==> src/satl_pkg.sv <==
// Package for the set-associative cache tag lookup unit.
// Holds register codes, replacement modes, reset values and the LFSR step.
// No dependencies.
`default_nettype none

package satl_pkg;

  localparam int APB_AW = 4;

  localparam logic [1:0] REG_MODE = 2'd0;
  localparam logic [1:0] REG_BASE = 2'd1;
  localparam logic [1:0] REG_LEN  = 2'd2;

  localparam logic [1:0] MODE_LRU       = 2'd0;
  localparam logic [1:0] MODE_RAND      = 2'd1;
  localparam logic [1:0] MODE_PURE_RAND = 2'd2;

  localparam logic [31:0] REGION_BASE_RST = 32'hA000_0000;
  localparam logic [31:0] REGION_LEN_RST  = 32'h0400_0000;

  localparam logic [15:0] LFSR_SEED = 16'h0001;
  localparam logic [15:0] LFSR_TAPS = 16'hB400;

  typedef struct packed {
    logic hit;
    logic use_random;
    logic lru;
  } satl_pick_t;

  function automatic logic [15:0] lfsr_step(input logic [15:0] v);
    logic [15:0] sh;
    sh = {1'b0, v[15:1]};
    return v[0] ? (sh ^ LFSR_TAPS) : sh;
  endfunction

endpackage

`default_nettype wire

==> src/satl_if.sv <==
// Valid/ready channel interfaces for the tag lookup unit.
// satl_req_if carries fetch addresses, satl_rsp_if carries lookup results.
`default_nettype none

interface satl_req_if;
  logic        valid;
  logic        ready;
  logic [31:0] addr;

  modport source (output valid, output addr, input ready);
  modport sink (input valid, input addr, output ready);
endinterface

interface satl_rsp_if;
  logic        valid;
  logic        ready;
  logic        in_region;
  logic        hit;
  logic [1:0]  way_used;
  logic [31:0] access_total;
  logic [31:0] hit_total;

  modport source (output valid, output in_region, output hit, output way_used,
                  output access_total, output hit_total, input ready);
  modport sink (input valid, input in_region, input hit, input way_used,
                input access_total, input hit_total, output ready);
endinterface

`default_nettype wire

==> src/satl_victim.sv <==
// Tag compare and way selection for one set of the tag lookup unit.
// Depends on satl_pkg for the replacement mode codes and the pick struct.
`default_nettype none

module satl_victim import satl_pkg::*; #(
  parameter int WAYS = 4,
  parameter int TW   = 24,
  parameter int WW   = 2
) (
  input  logic [WAYS-1:0]    way_valid,
  input  logic [WAYS*TW-1:0] way_tags,
  input  logic [WAYS*WW-1:0] way_ages,
  input  logic [TW-1:0]      tag,
  input  logic [1:0]         mode,
  input  logic [WW-1:0]      rand_way,
  output satl_pick_t         pick,
  output logic [WW-1:0]      way
);

  logic          hit_found;
  logic [WW-1:0] hit_way;
  logic          empty_found;
  logic [WW-1:0] free_way;
  logic [WW-1:0] best_age;
  logic [WW-1:0] lru_way;

  always_comb begin
    hit_found   = 1'b0;
    hit_way     = '0;
    empty_found = 1'b0;
    free_way    = '0;
    for (int i = 0; i < WAYS; i++) begin
      if (!hit_found && way_valid[i] && way_tags[i*TW +: TW] == tag) begin
        hit_found = 1'b1;
        hit_way   = WW'(i);
      end
      if (!empty_found && !way_valid[i]) begin
        empty_found = 1'b1;
        free_way    = WW'(i);
      end
    end
  end

  always_comb begin
    best_age = way_ages[0 +: WW];
    lru_way  = '0;
    for (int i = 1; i < WAYS; i++) begin
      if (way_ages[i*WW +: WW] < best_age) begin
        best_age = way_ages[i*WW +: WW];
        lru_way  = WW'(i);
      end
    end
  end

  always_comb begin
    pick.hit        = hit_found;
    pick.use_random = 1'b0;
    pick.lru        = (mode != MODE_RAND) && (mode != MODE_PURE_RAND);
    way             = hit_way;
    if (!hit_found) begin
      if (mode == MODE_PURE_RAND) begin
        pick.use_random = 1'b1;
        way             = rand_way;
      end else if (empty_found) begin
        way = free_way;
      end else if (mode == MODE_RAND) begin
        pick.use_random = 1'b1;
        way             = rand_way;
      end else begin
        way = lru_way;
      end
    end
  end

endmodule

`default_nettype wire

==> src/set_assoc_cache_tag_lookup_unit.sv <==
// Top level of the set-associative cache tag lookup unit.
// Depends on satl_pkg, satl_if and satl_victim.
//
// Channel  Direction  Beat contents
// req      in         addr
// rsp      out        in_region, hit, way_used, access_total, hit_total
// apb      in         repl_mode, region_base, region_len
//
// One address is taken per cycle unless stalled; s1 then out_* register it.
// The set row is read from memory at acceptance and compared in the next cycle.
// After reset a clearing pass over all 2**INDEX_BITS sets holds req.ready low.
// A stalled rsp holds the result register; once s1 is full, req.ready drops.
`default_nettype none

module set_assoc_cache_tag_lookup_unit import satl_pkg::*; #(
  parameter int OFFSET_BITS = 4,
  parameter int INDEX_BITS  = 4,
  parameter int WAYS        = 4
) (
  input  logic              clk,
  input  logic              rst,
  satl_req_if.sink          req,
  satl_rsp_if.source        rsp,
  input  logic              psel,
  input  logic              penable,
  input  logic              pwrite,
  input  logic [APB_AW-1:0] paddr,
  input  logic [31:0]       pwdata,
  output logic [31:0]       prdata,
  output logic              pready
);

  localparam int NSETS = 1 << INDEX_BITS;
  localparam int SW    = (INDEX_BITS > 0) ? INDEX_BITS : 1;
  localparam int TW    = 32 - OFFSET_BITS - INDEX_BITS;
  localparam int WW    = (WAYS > 1) ? $clog2(WAYS) : 1;
  localparam int RK    = 20;
  localparam logic [RK:0] RECIP    = (RK+1)'(((1 << RK) + WAYS - 1) / WAYS);
  localparam logic [16:0] WAYS_K   = 17'(WAYS);
  localparam logic [WW-1:0] AGE_TOP = WW'(WAYS - 1);
  localparam logic [SW-1:0] LAST_SET = SW'(NSETS - 1);

  logic [1:0]  repl_mode;
  logic [31:0] region_base;
  logic [31:0] region_len;

  logic          clearing;
  logic [SW-1:0] clr_idx;

  logic [WAYS-1:0]    mem_v   [NSETS];
  logic [WAYS*TW-1:0] mem_tag [NSETS];
  logic [WAYS*WW-1:0] mem_age [NSETS];

  logic [WAYS-1:0]    rd_v;
  logic [WAYS*TW-1:0] rd_tag;
  logic [WAYS*WW-1:0] rd_age;

  logic               fwd_valid;
  logic [SW-1:0]      fwd_set;
  logic [WAYS-1:0]    fwd_v;
  logic [WAYS*TW-1:0] fwd_tag;
  logic [WAYS*WW-1:0] fwd_age;

  logic          s1_valid;
  logic [31:0]   s1_addr;
  logic [SW-1:0] s1_set;

  logic [31:0] access_counter;
  logic [31:0] hit_counter;
  logic [15:0] lfsr_value;

  logic        out_valid;
  logic        out_in_region;
  logic        out_hit;
  logic [1:0]  out_way;
  logic [31:0] out_acc;
  logic [31:0] out_hits;

  logic          in_fire;
  logic          s1_adv;
  logic [SW-1:0] in_set;
  logic          cfg_we;

  logic [WAYS-1:0]    eff_v;
  logic [WAYS*TW-1:0] eff_tag;
  logic [WAYS*WW-1:0] eff_age;
  logic [WAYS-1:0]    new_v;
  logic [WAYS*TW-1:0] new_tag;
  logic [WAYS*WW-1:0] new_age;

  logic [TW-1:0]   s1_tag;
  logic [32:0]     region_end;
  logic            s1_in;
  logic            mem_we;
  logic [15:0]     lfsr_nx;
  logic [RK+16:0]  rand_prod;
  logic [16:0]     rand_q;
  logic [16:0]     rand_rem;
  logic [WW-1:0]   rand_way;
  satl_pick_t      pick;
  logic [WW-1:0]   pick_way;

  assign s1_adv    = s1_valid && (!out_valid || rsp.ready);
  assign req.ready = !clearing && (!s1_valid || s1_adv);
  assign in_fire   = req.valid && req.ready;

  generate
    if (INDEX_BITS > 0) begin : g_set
      assign in_set = req.addr[OFFSET_BITS +: INDEX_BITS];
    end else begin : g_noset
      assign in_set = 1'b0;
    end
  endgenerate

  assign s1_tag     = s1_addr[31 -: TW];
  assign region_end = {1'b0, region_base} + {1'b0, region_len};
  assign s1_in      = (s1_addr >= region_base) && ({1'b0, s1_addr} < region_end);

  assign eff_v   = (fwd_valid && fwd_set == s1_set) ? fwd_v : rd_v;
  assign eff_tag = (fwd_valid && fwd_set == s1_set) ? fwd_tag : rd_tag;
  assign eff_age = (fwd_valid && fwd_set == s1_set) ? fwd_age : rd_age;

  assign lfsr_nx   = lfsr_step(lfsr_value);
  assign rand_prod = lfsr_nx * RECIP;
  assign rand_q    = rand_prod[RK+16:RK];
  assign rand_rem  = {1'b0, lfsr_nx} - 17'(rand_q * WAYS_K);
  assign rand_way  = rand_rem[WW-1:0];

  satl_victim #(
    .WAYS (WAYS),
    .TW   (TW),
    .WW   (WW)
  ) u_victim (
    .way_valid (eff_v),
    .way_tags  (eff_tag),
    .way_ages  (eff_age),
    .tag       (s1_tag),
    .mode      (repl_mode),
    .rand_way  (rand_way),
    .pick      (pick),
    .way       (pick_way)
  );

  always_comb begin
    new_v   = eff_v;
    new_tag = eff_tag;
    new_age = eff_age;
    if (!pick.hit) begin
      new_v[pick_way]              = 1'b1;
      new_tag[pick_way*TW +: TW]   = s1_tag;
    end
    if (pick.lru) begin
      for (int i = 0; i < WAYS; i++) begin
        if (WW'(i) == pick_way) begin
          new_age[i*WW +: WW] = AGE_TOP;
        end else if (eff_age[i*WW +: WW] != '0) begin
          new_age[i*WW +: WW] = eff_age[i*WW +: WW] - 1'b1;
        end
      end
    end
  end

  assign mem_we = s1_adv && s1_in;

  always_ff @(posedge clk) begin
    if (clearing) begin
      mem_v[clr_idx]   <= '0;
      mem_age[clr_idx] <= '0;
    end else if (mem_we) begin
      mem_v[s1_set]   <= new_v;
      mem_tag[s1_set] <= new_tag;
      mem_age[s1_set] <= new_age;
    end
    if (in_fire) begin
      rd_v   <= mem_v[in_set];
      rd_tag <= mem_tag[in_set];
      rd_age <= mem_age[in_set];
    end
  end

  assign cfg_we = psel && penable && pwrite && pready;
  assign pready = 1'b1;

  always_comb begin
    case (paddr[3:2])
      REG_MODE: prdata = {30'd0, repl_mode};
      REG_BASE: prdata = region_base;
      REG_LEN:  prdata = region_len;
      default:  prdata = '0;
    endcase
  end

  always_ff @(posedge clk) begin
    if (rst) begin
      repl_mode      <= MODE_LRU;
      region_base    <= REGION_BASE_RST;
      region_len     <= REGION_LEN_RST;
      clearing       <= 1'b1;
      clr_idx        <= '0;
      fwd_valid      <= 1'b0;
      s1_valid       <= 1'b0;
      out_valid      <= 1'b0;
      access_counter <= '0;
      hit_counter    <= '0;
      lfsr_value     <= LFSR_SEED;
    end else begin
      if (cfg_we) begin
        case (paddr[3:2])
          REG_MODE: repl_mode   <= pwdata[1:0];
          REG_BASE: region_base <= pwdata;
          REG_LEN:  region_len  <= pwdata;
          default:  ;
        endcase
      end
      if (clearing) begin
        clr_idx <= clr_idx + 1'b1;
        if (clr_idx == LAST_SET) begin
          clearing <= 1'b0;
        end
      end
      if (mem_we) begin
        fwd_valid <= 1'b1;
      end
      if (in_fire) begin
        s1_valid <= 1'b1;
      end else if (s1_adv) begin
        s1_valid <= 1'b0;
      end
      if (s1_adv) begin
        out_valid <= 1'b1;
      end else if (rsp.ready) begin
        out_valid <= 1'b0;
      end
      if (mem_we) begin
        access_counter <= access_counter + 1'b1;
        hit_counter    <= hit_counter + 32'(pick.hit);
        if (pick.use_random) begin
          lfsr_value <= lfsr_nx;
        end
      end
    end
  end

  always_ff @(posedge clk) begin
    if (in_fire) begin
      s1_addr <= req.addr;
      s1_set  <= in_set;
    end
    if (mem_we) begin
      fwd_set <= s1_set;
      fwd_v   <= new_v;
      fwd_tag <= new_tag;
      fwd_age <= new_age;
    end
    if (s1_adv) begin
      out_in_region <= s1_in;
      out_hit       <= s1_in && pick.hit;
      out_way       <= s1_in ? 2'(pick_way) : 2'd0;
      out_acc       <= s1_in ? access_counter + 1'b1 : access_counter;
      out_hits      <= (s1_in && pick.hit) ? hit_counter + 1'b1 : hit_counter;
    end
  end

  assign rsp.valid        = out_valid;
  assign rsp.in_region    = out_in_region;
  assign rsp.hit          = out_hit;
  assign rsp.way_used     = out_way;
  assign rsp.access_total = out_acc;
  assign rsp.hit_total    = out_hits;

endmodule

`default_nettype wire

==> src/flat_wrapper.sv <==
// flat-port wrapper written by rule: the top's interface ports become plain ports
module set_assoc_cache_tag_lookup_unit_flat import satl_pkg::*;
#(
  parameter int OFFSET_BITS = 4,
  parameter int INDEX_BITS  = 4,
  parameter int WAYS        = 4
)
  (clk, rst, psel, penable, pwrite, paddr, pwdata, prdata, pready, req_valid, req_addr, req_ready, rsp_valid, rsp_in_region, rsp_hit, rsp_way_used, rsp_access_total, rsp_hit_total, rsp_ready);
  satl_req_if req_i ();
  satl_rsp_if rsp_i ();
  input  logic clk;
  input  logic rst;
  input  logic psel;
  input  logic penable;
  input  logic pwrite;
  input  logic [APB_AW-1:0] paddr;
  input  logic [31:0] pwdata;
  output logic [31:0] prdata;
  output logic pready;
  input wire logic [$bits(req_i.valid)-1:0] req_valid;
  input wire logic [$bits(req_i.addr)-1:0] req_addr;
  output wire logic [$bits(req_i.ready)-1:0] req_ready;
  output wire logic [$bits(rsp_i.valid)-1:0] rsp_valid;
  output wire logic [$bits(rsp_i.in_region)-1:0] rsp_in_region;
  output wire logic [$bits(rsp_i.hit)-1:0] rsp_hit;
  output wire logic [$bits(rsp_i.way_used)-1:0] rsp_way_used;
  output wire logic [$bits(rsp_i.access_total)-1:0] rsp_access_total;
  output wire logic [$bits(rsp_i.hit_total)-1:0] rsp_hit_total;
  input wire logic [$bits(rsp_i.ready)-1:0] rsp_ready;
  assign req_i.valid = req_valid;
  assign req_i.addr = req_addr;
  assign req_ready = req_i.ready;
  assign rsp_valid = rsp_i.valid;
  assign rsp_in_region = rsp_i.in_region;
  assign rsp_hit = rsp_i.hit;
  assign rsp_way_used = rsp_i.way_used;
  assign rsp_access_total = rsp_i.access_total;
  assign rsp_hit_total = rsp_i.hit_total;
  assign rsp_i.ready = rsp_ready;
  set_assoc_cache_tag_lookup_unit #(.OFFSET_BITS(OFFSET_BITS), .INDEX_BITS(INDEX_BITS), .WAYS(WAYS)) u_core (.clk(clk), .rst(rst), .req(req_i), .rsp(rsp_i), .psel(psel), .penable(penable), .pwrite(pwrite), .paddr(paddr), .pwdata(pwdata), .prdata(prdata), .pready(pready));
endmodule
==> config.mk <==
export PLATFORM = sky130hd
export DESIGN_NAME = set_assoc_cache_tag_lookup_unit_flat
export DESIGN_NICKNAME = d
export VERILOG_FILES = /design/src/satl_pkg.sv /design/src/satl_if.sv /design/src/satl_victim.sv /design/src/set_assoc_cache_tag_lookup_unit.sv /design/src/flat_wrapper.sv
export SDC_FILE = /design/constraint.sdc
export NUM_CORES = 2
export LEC_CHECK = 0
export BUFFER_PORTS_ARGS = -buffer_cell sky130_fd_sc_hd__buf_2
export CAP_MARGIN = 30
export CORE_ASPECT_RATIO = 1.4
export CORE_MARGIN = 2
export CORE_UTILIZATION = 40
export CTS_CLUSTER_DIAMETER = 50
export DETAILED_ROUTE_END_ITERATION = 10
export PLACE_DENSITY = 0.57
export SLEW_MARGIN = 5
export SYNTH_ARGS = -nofsm -noshare
export SYNTH_HDL_FRONTEND = slang
export SYNTH_SLANG_ARGS = --single-unit
==> constraint.sdc <==
create_clock -name clk -period 17.36 [get_ports clk]
set_input_delay 0.868 -clock clk [delete_from_list [all_inputs] [get_ports clk]]
set_output_delay 0.868 -clock clk [all_outputs]
set_load 0.01 [all_outputs]
==> impl_metrics.env <==
export IMPL_status="finished clean"
export IMPL_hold_slack_ns=0.170
export IMPL_worst_ir_drop_vdd_mv=0.0930
export IMPL_clockBufferDepth=4
export IMPL_cts_setup_buffers=0
export IMPL_p_total_uw=10600
export IMPL_p_per_area_nw_per_um2=103
export IMPL_setup_violations=0
export IMPL_yosysSeqAreaShare_pct=70.8
export IMPL_post_route_min_period_ns=8.45
export IMPL_syn_area_per_cell_um2=17.8
export IMPL_place_congestion=0.869
export IMPL_antenna_found_initial=10
export IMPL_synth_compound_area_share_pct=4.33
export IMPL_die_area_um2=232000
export IMPL_port_buffers=174
export IMPL_num_vias=49434
export IMPL_pin_count=178
export IMPL_grt_ovfl_total=0
export IMPL_vias_per_cell=5.73
export IMPL_timing_hold_violations_final=0
export IMPL_crit_path_start="u_core.region_base[1]"
export IMPL_yosysUniqueCellTypes=87
export IMPL_crit_family="compound AO/OA/AOI/OAI gates"
export IMPL_cp_depth=24
export IMPL_async_reset_ff_share_pct=0
export IMPL_fp_coreArea_um2=227000
export IMPL_cap_viol_max_count=0
export IMPL_firstDrtPassIters=7
export IMPL_slowest_delay_ns=0.79
export IMPL_ys_warn_count=0
export IMPL_path_cells="ha_1 > a211oi_1 > o21ai_0 > a31oi_1 > a31oi_1 > nor3b_1 > o2111ai_1 > nand2_1 > o41ai_1 > o21ai_0 > o311ai_0 > ha_1 > a21o_1 > a21o_1 > a21oi_1 > nand2_1 > a2111oi_0 > or4_1 > o211ai_1 > buf_4 > or4_1 > nor2_4 > buf_4 > buf_4"
export IMPL_required_ns=17.85
export IMPL_max_freq_ghz=0.118
export IMPL_fp_dieH_um=569
export IMPL_cts_root_buf="clkbuf_16"
export IMPL_synth_xor_area_share_pct=2.04
export IMPL_p_leak_uw=0.0335
export IMPL_crit_path_end_kind="flip-flop"
export IMPL_layout_drive_gt1_share_pct=23.0
export IMPL_final_cell_mix="2,048 x edfxtp_1, 540 x mux4_2, 268 x nand2_1, 241 x a21oi_1, 213 x clkbuf_16"
export IMPL_cp_slowest_cell="o41ai_1"
export IMPL_cts_sinks=2202
export IMPL_synthToLayoutAreaGrowth_pct=13.4
export IMPL_synthSimpleGateAreaFrac_pct=5.40
export IMPL_wirelength_um=247000
export IMPL_clock_latency_ns=0.88
export IMPL_synth_mux_area_fraction_pct=14.1
export IMPL_dpl_hpwl_um=137000
export IMPL_worst_pin_slew_ns=1.12
export IMPL_cts_resized_gates=0
export IMPL_h_tree_depth=4
export IMPL_synth_seq_cells=2202
export IMPL_crit_type="flip-flop to flip-flop"
export IMPL_synth_edf_count=2048
export IMPL_cts_buffers=211
export IMPL_final_antenna_net_count=0
export IMPL_slew_violations=0
export IMPL_worstHoldPathType="input port to flip-flop"
export IMPL_fin_skew_ns=0.0529
export IMPL_max_slew_margin_rel_pct=25.5
export IMPL_cts_hold_fix_buffers=0
export IMPL_drtIter0Drc=4680
export IMPL_cp_max_fo=25
export IMPL_reg2reg_slack_ns=8.91
export IMPL_synthFlopType="edfxtp_1"
export IMPL_setup_tns_final_ns=0
export IMPL_r2r_cells=24
export IMPL_synth_adder_area_share_pct=1.60
export IMPL_r2r_end="u_core.mem_tag[6][19]"
export IMPL_rows=207
export IMPL_grt_max_degree=116
export IMPL_worstPathBufferInverterCount=3
export IMPL_synth_top_family_by_area="multiplexers"
export IMPL_clkSlewWorstSetupHoldPaths_ns=0.06
export IMPL_grt_pass1_vias=50398
export IMPL_cp_arrival_ns=8.94
export IMPL_initial_core_util_pct=40.2
export IMPL_die_w_um=408
export IMPL_cts_tree="built"
export IMPL_wire_per_inst_um=28.7
export IMPL_syn_cell_area_um2=91300
export IMPL_syn_inst=5135
export IMPL_timing_critical_path_mode_cell="buf_4"
export IMPL_worstReg2RegStart="u_core.region_base[1]"
export IMPL_cp_endpoint="u_core.mem_tag[6][19]"
export IMPL_synth_fp_nets=5326
export IMPL_final_common_cell="edfxtp_1"
export IMPL_fin_crit_sh_pct=48.7
export IMPL_nets=5616
export IMPL_grt_pass1_wl_um=357000
export IMPL_rsz0062_at_grt="no"
export IMPL_start_kind="flip-flop"
export IMPL_grt_usage_pct=21.1
export IMPL_drc=0
## cell families after synthesis
family          count (synthesis)
compound gates                597
mux                           614
buf+inv                       388
flops                        2202
other cells                     1
simple gates                 1006
fa+ha+maj                     116
xor+xnor                      211
## synth_stat cells (8+ instances only)
master     number  area share, %
a211oi_1       15           0.12
a21o_1         46           0.38
a21oi_1       241            1.3
a221oi_1        9          0.086
a22o_1         35           0.34
and2_1         38           0.26
and3_1         61           0.42
and4_1          9          0.086
buf_1          62           0.25
buf_2          23           0.13
buf_6           9           0.11
clkbuf_1      183           0.75
dfxtp_1       154            3.4
edfxtp_1     2048             67
ha_1          115            1.6
inv_1         102           0.42
mux2i_1        72           0.79
mux4_2        540             13
nand2_1       269            1.1
nand2b_1       50           0.34
nand3_1       124           0.68
nand4_1        64           0.44
nor2_1        230           0.95
nor2b_1        11          0.075
nor3_1         49           0.27
nor4_1         50           0.34
o2111ai_1       9          0.086
o211ai_1       15           0.12
o21a_1         10          0.082
o21ai_0        86           0.47
o22ai_1        24           0.16
o22ai_2        16           0.22
o2bb2ai_1      21           0.20
or2_2           8          0.055
or3_1          10          0.069
or4_1          10          0.082
xnor2_1       117            1.1
xor2_1         92           0.88
## worst min-delay path by stage
stage                          start                     to  slack (ns)  cells after the start
2_1_floorplan  u_core.region_len[10]  u_core.region_len[10]        0.45                      2
3_3_place_gp    u_core.region_len[2]   u_core.region_len[2]        0.47                      2
3_5_place_dp    u_core.region_len[6]   u_core.region_len[6]        0.47                      2
4_1_cts                 req_addr[16]     u_core.s1_addr[16]        0.11                      1
5_1_grt                  req_addr[1]      u_core.s1_addr[1]        0.14                      1
6_report                req_addr[16]     u_core.s1_addr[16]        0.17                      1
## stage by stage
step | utilization, % | std cells | worst slack, ns | area, um2
after floorplan | - | 5135 | 5.37 | 91300
after global placement | 42.3 | 8183 | 8.16 | 96200
after detailed placement | 42.5 | 8221 | 8.91 | 96500
after CTS | 45.5 | 8600 | 8.83 | 103000
after global routing | 45.6 | 8626 | 8.49 | 103000
final | 45.6 | 8627 | 8.91 | 103000
## worst register-to-register path, cell delays in order, from the launching register on
cell       delay [ns]
dfxtp_1          0.46
ha_1             0.30
a211oi_1         0.28
o21ai_0          0.22
a31oi_1          0.33
a31oi_1          0.25
nor3b_1          0.22
o2111ai_1        0.22
nand2_1          0.10
o41ai_1          0.79
o21ai_0          0.16
o311ai_0         0.17
ha_1             0.32
a21o_1           0.16
a21o_1           0.17
a21oi_1          0.20
nand2_1          0.13
a2111oi_0        0.66
or4_1            0.30
o211ai_1         0.12
buf_4            0.25
or4_1            0.65
nor2_4           0.39
buf_4            0.53
buf_4            0.65
## layout make-up
class | count | area, um2
diodes | 6 | 15.0
clock buffers | 250 | 5500
clock inverters | 129 | 1220
fillers | 19391 | 124000
inverters | 103 | 392
multi-input cells | 2545 | 25300
flip-flops and latches | 2202 | 64600
well taps | 3030 | 3790
repair buffers | 362 | 2680
## registers in the layout (all words and copies together) (netlist names), 2 cells and up
signal / cells
u_core.access_counter: 32
u_core.clr_idx: 4
u_core.fwd_age: 8
u_core.fwd_set: 4
u_core.fwd_tag: 96
u_core.fwd_v: 4
u_core.hit_counter: 32
u_core.lfsr_value: 16
u_core.mem_age: 128
u_core.mem_tag: 1536
u_core.mem_v: 64
u_core.rd_age: 8
u_core.rd_tag: 96
u_core.rd_v: 4
u_core.region_base: 32
u_core.region_len: 32
u_core.repl_mode: 2
u_core.rsp.access_total: 32
u_core.rsp.hit_total: 32
u_core.rsp.way_used: 2
u_core.s1_addr: 29
u_core.s1_set: 3
## metal layers
layer | share of wire (%) | vias up | track usage [%] | wire [um]
li1 | - | 21188 | - | -
met3 | 5.2 | 462 | 2.73 | 12800
met4 | 4.0 | 0 | 8.10 | 9830
met1 | 39 | 26145 | 25.7 | 95500
met2 | 52 | 1639 | 37.8 | 129000
met5 | 0 | - | 0 | 0
## power breakdown
| part | internal, uW | total (uW) | switching (uW) |
|---|---|---|---|
| logic | 158 | 324 | 166 |
| registers | 5740 | 5750 | 5.13 |
| clock network | 2560 | 4560 | 2000 |
| total | 8460 | 10600 | 2170 |
(Power assumes the default switching activity.)
